[config.mk]
export PLATFORM = sky130hd
export DESIGN_NAME = tag_dedup_cache
export DESIGN_NICKNAME = d
export VERILOG_FILES = /design/src/hdl/tdc_pkg.sv /design/src/hdl/tag_dedup_cache.sv
export SDC_FILE = /design/constraint.sdc
export NUM_CORES = 2
export LEC_CHECK = 0
export BUFFER_PORTS_ARGS = -buffer_cell sky130_fd_sc_hd__buf_4
export CORE_MARGIN = 1.5
export CORE_UTILIZATION = 55
export CTS_BUF_LIST = sky130_fd_sc_hd__clkbuf_4
export DETAILED_ROUTE_END_ITERATION = 16
export GPL_TIMING_DRIVEN = 0
export HOLD_SLACK_MARGIN = 0.1
export PLACE_DENSITY = 0.73
export SYNTH_ARGS = -nofsm -noshare
export SYNTH_HDL_FRONTEND = slang
export SYNTH_SLANG_ARGS = --single-unit
[constraint.sdc]
create_clock -name clock -period 8.3 [get_ports clock]
set_input_delay 0.83 -clock clock [delete_from_list [all_inputs] [get_ports clock]]
set_output_delay 0.83 -clock clock [all_outputs]
set_load 0.005 [all_outputs]
[src/hdl/tdc_pkg.sv]
// shared types and constants for the tag dedup cache
package tdc_pkg;

   localparam int CACHE_ENTRIES_DEF = 16;

   localparam logic signed [7:0] THRESHOLD_RESET = -8'sd70;
   localparam logic [15:0]       WINDOW_RESET    = 16'd3000;
   localparam logic [7:0]        HITS_MAX        = 8'd255;
   localparam logic [7:0]        HITS_FIRST      = 8'd1;

   // fixed-point reciprocal of ten, scaled by 2^16
   localparam logic [12:0] RECIP_TENTH = 13'd6554;
   localparam int          RECIP_SHIFT = 16;

   localparam logic OP_REPORT = 1'b0;
   localparam logic OP_SWEEP  = 1'b1;

   localparam logic CSR_THRESHOLD = 1'b0;
   localparam logic CSR_WINDOW    = 1'b1;

   typedef enum logic [2:0] {
      ST_IDLE,
      ST_SCAN,
      ST_MIX,
      ST_SCALE,
      ST_WRITE
   } state_type;

   typedef struct packed {
      logic [63:0]        id_low;
      logic [31:0]        id_high;
      logic [31:0]        seen_time;
      logic signed [7:0]  signal;
      logic [7:0]         hits;
   } entry_type;

endpackage

[src/hdl/tag_dedup_cache.sv]
// tag dedup cache top level: entry memory, scan sequencer and update datapath
//
// Each beat (start high while busy is low) is taken into ST_SCAN and gets its
// single result in ST_WRITE. The scan does one entry memory read per cycle
// over the whole table and then the last compare. Match, first free slot,
// eviction candidate and sweep expiry are all decided during that scan. A
// hit then goes through ST_MIX and ST_SCALE for RSSI smoothing arithmetic and
// a miss through ST_MIX only; a sweep skips them. The last state, ST_WRITE,
// writes back a report's entry and presents the result. rsp_valid is high
// for exactly one cycle and cannot be stalled; busy is low again in the
// cycle after it. Entry valid bits sit in flip-flops and clear at reset, so
// no clearing pass is needed. Configuration is written through the APB
// port while busy is low: the user must keep to this, since the block
// itself does not enforce it.
module tag_dedup_cache
   import tdc_pkg::*;
#(
   parameter int CACHE_ENTRIES = CACHE_ENTRIES_DEF
) (
   input  logic               clock,
   input  logic               reset,
   input  logic               start,
   output logic               busy,
   input  logic               req_op,
   input  logic [63:0]        req_epc_low,
   input  logic [31:0]        req_epc_high,
   input  logic signed [7:0]  req_rssi,
   input  logic [31:0]        req_now_ms,
   output logic               rsp_valid,
   output logic               rsp_is_duplicate,
   input  logic               psel,
   input  logic               penable,
   input  logic               pwrite,
   input  logic [2:0]         paddr,
   input  logic [31:0]        pwdata,
   output logic [31:0]        prdata,
   output logic               pready
);

   localparam int IDX_W = $clog2(CACHE_ENTRIES);
   localparam logic [IDX_W-1:0] LAST_IDX = IDX_W'(CACHE_ENTRIES - 1);

   state_type state_ff, state_in;

   entry_type entry_mem [CACHE_ENTRIES];
   entry_type rd_data_ff;
   entry_type wr_data;
   logic [IDX_W-1:0] wr_idx;
   logic rd_en, wr_en;

   logic [CACHE_ENTRIES-1:0] valid_ff;

   logic signed [7:0] thr_ff;
   logic [15:0]       window_ff;

   logic               op_ff;
   logic [63:0]        lo_ff;
   logic [31:0]        hi_ff;
   logic signed [7:0]  rssi_ff;
   logic [31:0]        now_ff;

   logic [IDX_W-1:0] rd_idx_ff, cmp_idx_ff;
   logic             rd_done_ff, cmp_valid_ff;

   logic             hit_found_ff, empty_found_ff;
   logic [IDX_W-1:0] hit_idx_ff, empty_idx_ff, victim_idx_ff;
   logic signed [7:0] hit_sig_ff;
   logic [31:0]      hit_time_ff;
   logic [7:0]       hit_hits_ff;
   logic [7:0]       victim_hits_ff;
   logic [31:0]      victim_time_ff;

   logic signed [11:0] num_ff;
   logic signed [7:0]  smooth_ff;

   logic accept, scan_last, cmp_entry_valid, id_match, stale, take_victim;
   logic [31:0] cmp_age;

   logic signed [8:0]  diff;
   logic signed [11:0] sig_x, raw_x, num_in;
   logic [10:0] mag;
   logic [23:0] prod;
   logic [7:0]  quo;

   logic under_thr, young, dup;
   logic [31:0] hit_age;
   logic [7:0] hits_next;

   logic cfg_write;

   // configuration port
   assign pready    = 1'b1;
   assign cfg_write = psel && penable && pwrite && pready;

   always_comb begin
      unique case (paddr[2])
         CSR_THRESHOLD: prdata = {{24{thr_ff[7]}}, thr_ff};
         CSR_WINDOW:    prdata = {16'd0, window_ff};
         default:       prdata = 32'd0;
      endcase
   end

   always_ff @(posedge clock) begin
      if (reset) begin
         thr_ff    <= THRESHOLD_RESET;
         window_ff <= WINDOW_RESET;
      end else if (cfg_write) begin
         if (paddr[2] == CSR_THRESHOLD) thr_ff <= $signed(pwdata[7:0]);
         else window_ff <= pwdata[15:0];
      end
   end

   // control
   assign accept    = start && !busy;
   assign scan_last = cmp_valid_ff && (cmp_idx_ff == LAST_IDX);

   always_comb begin
      state_in = state_ff;
      unique case (state_ff)
         ST_IDLE:  if (accept) state_in = ST_SCAN;
         ST_SCAN:  if (scan_last) state_in = (op_ff == OP_SWEEP) ? ST_WRITE : ST_MIX;
         ST_MIX:   state_in = hit_found_ff ? ST_SCALE : ST_WRITE;
         ST_SCALE: state_in = ST_WRITE;
         ST_WRITE: state_in = ST_IDLE;
         default:  state_in = ST_IDLE;
      endcase
   end

   always_comb begin
      busy      = (state_ff != ST_IDLE);
      rd_en     = (state_ff == ST_SCAN) && !rd_done_ff;
      wr_en     = (state_ff == ST_WRITE) && (op_ff == OP_REPORT);
      rsp_valid = (state_ff == ST_WRITE);
   end

   always_ff @(posedge clock) begin
      if (reset) state_ff <= ST_IDLE;
      else state_ff <= state_in;
   end

   // entry memory
   always_ff @(posedge clock) begin
      if (rd_en) rd_data_ff <= entry_mem[rd_idx_ff];
      if (wr_en) entry_mem[wr_idx] <= wr_data;
   end

   // scan compare
   assign cmp_entry_valid = valid_ff[cmp_idx_ff];
   assign id_match = (rd_data_ff.id_low == lo_ff) && (rd_data_ff.id_high == hi_ff);
   assign cmp_age  = now_ff - rd_data_ff.seen_time;
   assign stale    = cmp_age > {16'd0, window_ff};
   assign take_victim = (cmp_idx_ff == '0)
                     || (rd_data_ff.hits < victim_hits_ff)
                     || ((rd_data_ff.hits == victim_hits_ff)
                         && (rd_data_ff.seen_time < victim_time_ff));

   always_ff @(posedge clock) begin
      if (accept) begin
         op_ff   <= req_op;
         lo_ff   <= req_epc_low;
         hi_ff   <= req_epc_high;
         rssi_ff <= req_rssi;
         now_ff  <= req_now_ms;
      end
      if (state_ff == ST_SCAN && cmp_valid_ff) begin
         if (cmp_entry_valid && id_match && !hit_found_ff) begin
            hit_idx_ff  <= cmp_idx_ff;
            hit_sig_ff  <= rd_data_ff.signal;
            hit_time_ff <= rd_data_ff.seen_time;
            hit_hits_ff <= rd_data_ff.hits;
         end
         if (!cmp_entry_valid && !empty_found_ff) empty_idx_ff <= cmp_idx_ff;
         if (take_victim) begin
            victim_idx_ff  <= cmp_idx_ff;
            victim_hits_ff <= rd_data_ff.hits;
            victim_time_ff <= rd_data_ff.seen_time;
         end
      end
      if (state_ff == ST_MIX)   num_ff    <= num_in;
      if (state_ff == ST_SCALE) smooth_ff <= (num_ff < 0) ? 8'(8'd0 - quo) : quo;
   end

   always_ff @(posedge clock) begin
      if (reset) begin
         rd_idx_ff      <= '0;
         cmp_idx_ff     <= '0;
         rd_done_ff     <= 1'b0;
         cmp_valid_ff   <= 1'b0;
         hit_found_ff   <= 1'b0;
         empty_found_ff <= 1'b0;
         valid_ff       <= '0;
      end else begin
         if (accept) begin
            rd_idx_ff      <= '0;
            rd_done_ff     <= 1'b0;
            cmp_valid_ff   <= 1'b0;
            hit_found_ff   <= 1'b0;
            empty_found_ff <= 1'b0;
         end else if (state_ff == ST_SCAN) begin
            cmp_valid_ff <= rd_en;
            cmp_idx_ff   <= rd_idx_ff;
            if (rd_en) begin
               rd_idx_ff <= rd_idx_ff + 1'b1;
               if (rd_idx_ff == LAST_IDX) rd_done_ff <= 1'b1;
            end
            if (cmp_valid_ff) begin
               if (op_ff == OP_REPORT) begin
                  if (cmp_entry_valid && id_match) hit_found_ff <= 1'b1;
                  if (!cmp_entry_valid) empty_found_ff <= 1'b1;
               end else if (cmp_entry_valid && stale) begin
                  valid_ff[cmp_idx_ff] <= 1'b0;
               end
            end
         end else if (wr_en) begin
            valid_ff[wr_idx] <= 1'b1;
         end
      end
   end

   // rssi smoothing: weighted sum, then divide by ten toward zero
   assign sig_x = {{4{hit_sig_ff[7]}}, hit_sig_ff};
   assign raw_x = {{4{rssi_ff[7]}}, rssi_ff};
   assign diff  = {rssi_ff[7], rssi_ff} - {hit_sig_ff[7], hit_sig_ff};
   assign num_in = (diff > -9'sd3 && diff < 9'sd3)
                 ? (sig_x * 12'sd9) + raw_x
                 : (sig_x * 12'sd6) + (raw_x * 12'sd4);

   assign mag  = (num_ff < 0) ? 11'(12'd0 - num_ff) : num_ff[10:0];
   assign prod = mag * RECIP_TENTH;
   assign quo  = prod[RECIP_SHIFT+7:RECIP_SHIFT];

   // write back and result
   assign hit_age   = now_ff - hit_time_ff;
   assign under_thr = smooth_ff < thr_ff;
   assign young     = hit_age < {16'd0, window_ff};
   assign dup       = under_thr || young;
   assign hits_next = (hit_hits_ff == HITS_MAX) ? HITS_MAX : hit_hits_ff + 8'd1;

   always_comb begin
      wr_data.id_low  = lo_ff;
      wr_data.id_high = hi_ff;
      if (hit_found_ff) begin
         wr_idx            = hit_idx_ff;
         wr_data.seen_time = (under_thr || !young) ? now_ff : hit_time_ff;
         wr_data.signal    = under_thr ? hit_sig_ff : smooth_ff;
         wr_data.hits      = hits_next;
      end else begin
         wr_idx            = empty_found_ff ? empty_idx_ff : victim_idx_ff;
         wr_data.seen_time = now_ff;
         wr_data.signal    = rssi_ff;
         wr_data.hits      = HITS_FIRST;
      end
   end

   assign rsp_is_duplicate = rsp_valid && (op_ff == OP_REPORT) && hit_found_ff && dup;

endmodule
==> results.sh <==
export IMPL_fin_crit_ps=7350
export IMPL_hp_class="input pin to flip-flop"
export IMPL_mostFrequentLayoutCells="2705 x edfxtp_1, 980 x clkbuf_4, 725 x mux4_2, 306 x dlygate4sd3_1, 290 x inv_1"
export IMPL_wirelength_um=282000
export IMPL_track_usage=0.273
export IMPL_start_util=0.553
export IMPL_finalPower_uw=29600
export IMPL_rows=166
export IMPL_routed_via_density=6.11
export IMPL_nets=7376
export IMPL_cts_buffers=679
export IMPL_num_vias=61486
export IMPL_grt_max_degree=33
export IMPL_dr_pass1_iters=7
export IMPL_ys_async_sr_fraction=0
export IMPL_setup_violations=0
export IMPL_fin_worst_skew_ps=108
export IMPL_synth_distinct_cells=82
export IMPL_drt_iter0_markers=6800
export IMPL_clock_root_buffer="clkbuf_4"
export IMPL_cts_resized=0
export IMPL_dieArea_mm2=0.208
export IMPL_post_dp_cell_area_mm2=0.121
export IMPL_postRouteAntennaNets=0
export IMPL_wl_per_cell_um=28.1
export IMPL_tritoncts="yes"
export IMPL_status="finished, final reports clean"
export IMPL_core_mm2=0.204
export IMPL_irDropWorstVdd_uv=185
export IMPL_antenna_found_initial=13
export IMPL_routabilityCongestion=0.874
export IMPL_num_io_pins=214
export IMPL_max_freq_mhz=136
export IMPL_leakagePower_uw=0.0440
export IMPL_io_buffer_count=193
export IMPL_critPathLaunchType="flip-flop"
export IMPL_clkLatencyLatePin_ps=1450
export IMPL_ys_flop_type="edfxtp_1"
export IMPL_syn_area_mm2=0.113
export IMPL_final_fill_count=13581
export IMPL_htreeDepth=6
export IMPL_yosys_warnings=0
export IMPL_crit_arrival_ps=8530
export IMPL_die_h_um=456
export IMPL_relSlewSlack=0.0552
export IMPL_r2r_cells=22
export IMPL_clockBufferDepth=4
export IMPL_final_common_cell="edfxtp_1"
export IMPL_worst_slew_pin_slew_ps=1420
export IMPL_drv_slew=0
export IMPL_die_w_um=456
export IMPL_path_class="flip-flop to flip-flop"
export IMPL_grt_overflow=0
export IMPL_clock_sinks=2760
export IMPL_drcViolationCount=0
export IMPL_cap_viol_max_count=0
export IMPL_clk_pin_slew_ps=70
export IMPL_dp_hpwl_um=181000
export IMPL_cp_required_ps=9480
export IMPL_whs_ps=211
export IMPL_setup_tns_final_ps=0
export IMPL_rsz0062_at_grt="no"
export IMPL_fin_crit_sh=0.886
export IMPL_cts_setup_buffers=0
export IMPL_synth_seq_cells=2760
export IMPL_synth_edf_count=2705
export IMPL_report_final_hold_viol_count=0
export IMPL_area_growth_pct=16.9
export IMPL_postSynthCellCount=5574
export IMPL_synth_nets=6060
export IMPL_ys_seq_area_frac=0.728
export IMPL_grt_pass1_wl_um=413000
export IMPL_end_kind="flip-flop"
export IMPL_whs_path_depth=2
export IMPL_grt_pass1_vias=63318
export IMPL_synth_avg_cell_area_um2=20.3
export IMPL_power_density_mw_per_mm2=224
export IMPL_critPathMaxFanout=5
export IMPL_drive_above_1_share=0.299
export IMPL_fin_area_mm2=0.132
[registers in the layout (all words and copies together) (netlist names), 12 cells and up]
register,count
entry_mem,2304
hi_ff,32
hit_time_ff,32
lo_ff,64
now_ff,32
num_ff,12
rd_data_ff,144
valid_ff,16
victim_time_ff,32
window_ff,16
[kinds of logic after synthesis]
| group | after synthesis | synth area share |
|---|---|---|
| flip-flops | 2760 | 0.728 |
| multiplexers | 797 | 0.152 |
| adder cells (fa/ha/maj) | 308 | 0.0369 |
| AND/OR/NAND/NOR | 505 | 0.0224 |
| buffers and inverters | 526 | 0.0184 |
| AO/OA/AOI/OAI | 489 | 0.0273 |
| XOR/XNOR | 188 | 0.0146 |
| other | 1 | 0.0000332 |
[critical path, stage by stage (launching register included)]
cell and delay (ps):
edfxtp_1 440, or4_1 540, or2_2 310, o31ai_1 290, xor2_1 390, xor2_1 360, fa_1 480, inv_1 90
fa_1 410, inv_1 80, fa_1 440, fa_1 460, ha_1 210, a211o_1 220, o211ai_1 90, a21oi_1 90
a211oi_1 680, o21ai_0 300, a211oi_1 520, a31o_2 230, a22oi_1 80, o31ai_1 300, xnor2_1 130
[synth_stat cells (10+ instances only)]
master | instances | area (um^2)
buf_1 | 39 | 146
ha_1 | 265 | 3320
and3_1 | 13 | 81.3
nand4_1 | 36 | 225
mux2_4 | 30 | 450
mux2i_1 | 32 | 320
a21o_1 | 47 | 353
a21oi_1 | 156 | 781
fa_1 | 43 | 861
dfxtp_1 | 55 | 1100
clkbuf_1 | 169 | 634
buf_4 | 19 | 143
inv_1 | 290 | 1090
o211ai_1 | 21 | 158
o21bai_1 | 21 | 158
xnor2_1 | 93 | 815
nor2_1 | 135 | 507
nand2b_1 | 17 | 106
nor2b_1 | 13 | 81.3
edfxtp_1 | 2705 | 81200
o21ai_0 | 107 | 536
nor4_1 | 28 | 175
a31oi_1 | 16 | 100
nand2_1 | 129 | 484
nand3_1 | 36 | 180
mux4_2 | 725 | 16300
o21a_1 | 25 | 188
xor2_1 | 95 | 832
a211oi_1 | 14 | 105
mux2_2 | 10 | 113
nor3_1 | 32 | 160
[per-layer routing]
| layer | wire length (um) | vias up | global-route usage |
|---|---|---|---|
| met4 | 8790 | 8 | 0.100 |
| met3 | 26700 | 507 | 0.0562 |
| met2 | 140000 | 3376 | 0.450 |
| li1 | - | 25843 | - |
| met1 | 107000 | 31752 | 0.364 |
| met5 | 57 | - | 0 |
[final timing paths]
check | startpoint | end | slack (ps)
setup / recovery | num_ff[4] | smooth_ff[7] | 950
hold / removal | req_epc_high[0] | hi_ff[0] | 210
setup reg to reg | num_ff[4] | smooth_ff[7] | 950
hold reg to reg | rd_data_ff[14] | hit_sig_ff[6] | 410
[through the flow]
stage / instances / setup slack (ps) / util
after floorplan: 5574 / 83.5 / -
after global placement: 8455 / -9620 / 0.577
after detailed placement: 8589 / 785 / 0.591
after CTS: 10041 / 829 / 0.646
after global routing: 10051 / 403 / 0.646
final: 10056 / 950 / 0.647
[power breakdown]
group / leakage [uW] / switching [uW] / internal, uW / total [uW]
Sequential: 0.0248 / 276 / 15600 / 15900
Clock: 0.00494 / 5280 / 5640 / 10900
Combinational: 0.0142 / 1540 / 1210 / 2750
[final cells by class]
| type | instances | area (um^2) | area share |
|---|---|---|---|
| Antenna cell | 13 | 32.5 | 0.000246 |
| Buffer | 236 | 1010 | 0.00762 |
| Clock buffer | 980 | 7360 | 0.0557 |
| Clock inverter | 166 | 862 | 0.00652 |
| Inverter | 290 | 1090 | 0.00824 |
| Multi-Input combinational cell | 2288 | 28800 | 0.218 |
| Sequential cell | 2760 | 82300 | 0.623 |
| Tap cell | 2688 | 3360 | 0.0255 |
| Timing Repair Buffer | 635 | 7280 | 0.0551 |
[repair_timing]
action	4_1_cts	5_1_grt
hold buffers	306	0
setup endpoints to repair	0	0
endpoints found under the hold margin	236	0
No activity file was read; power rests on OpenSTA's default activity.
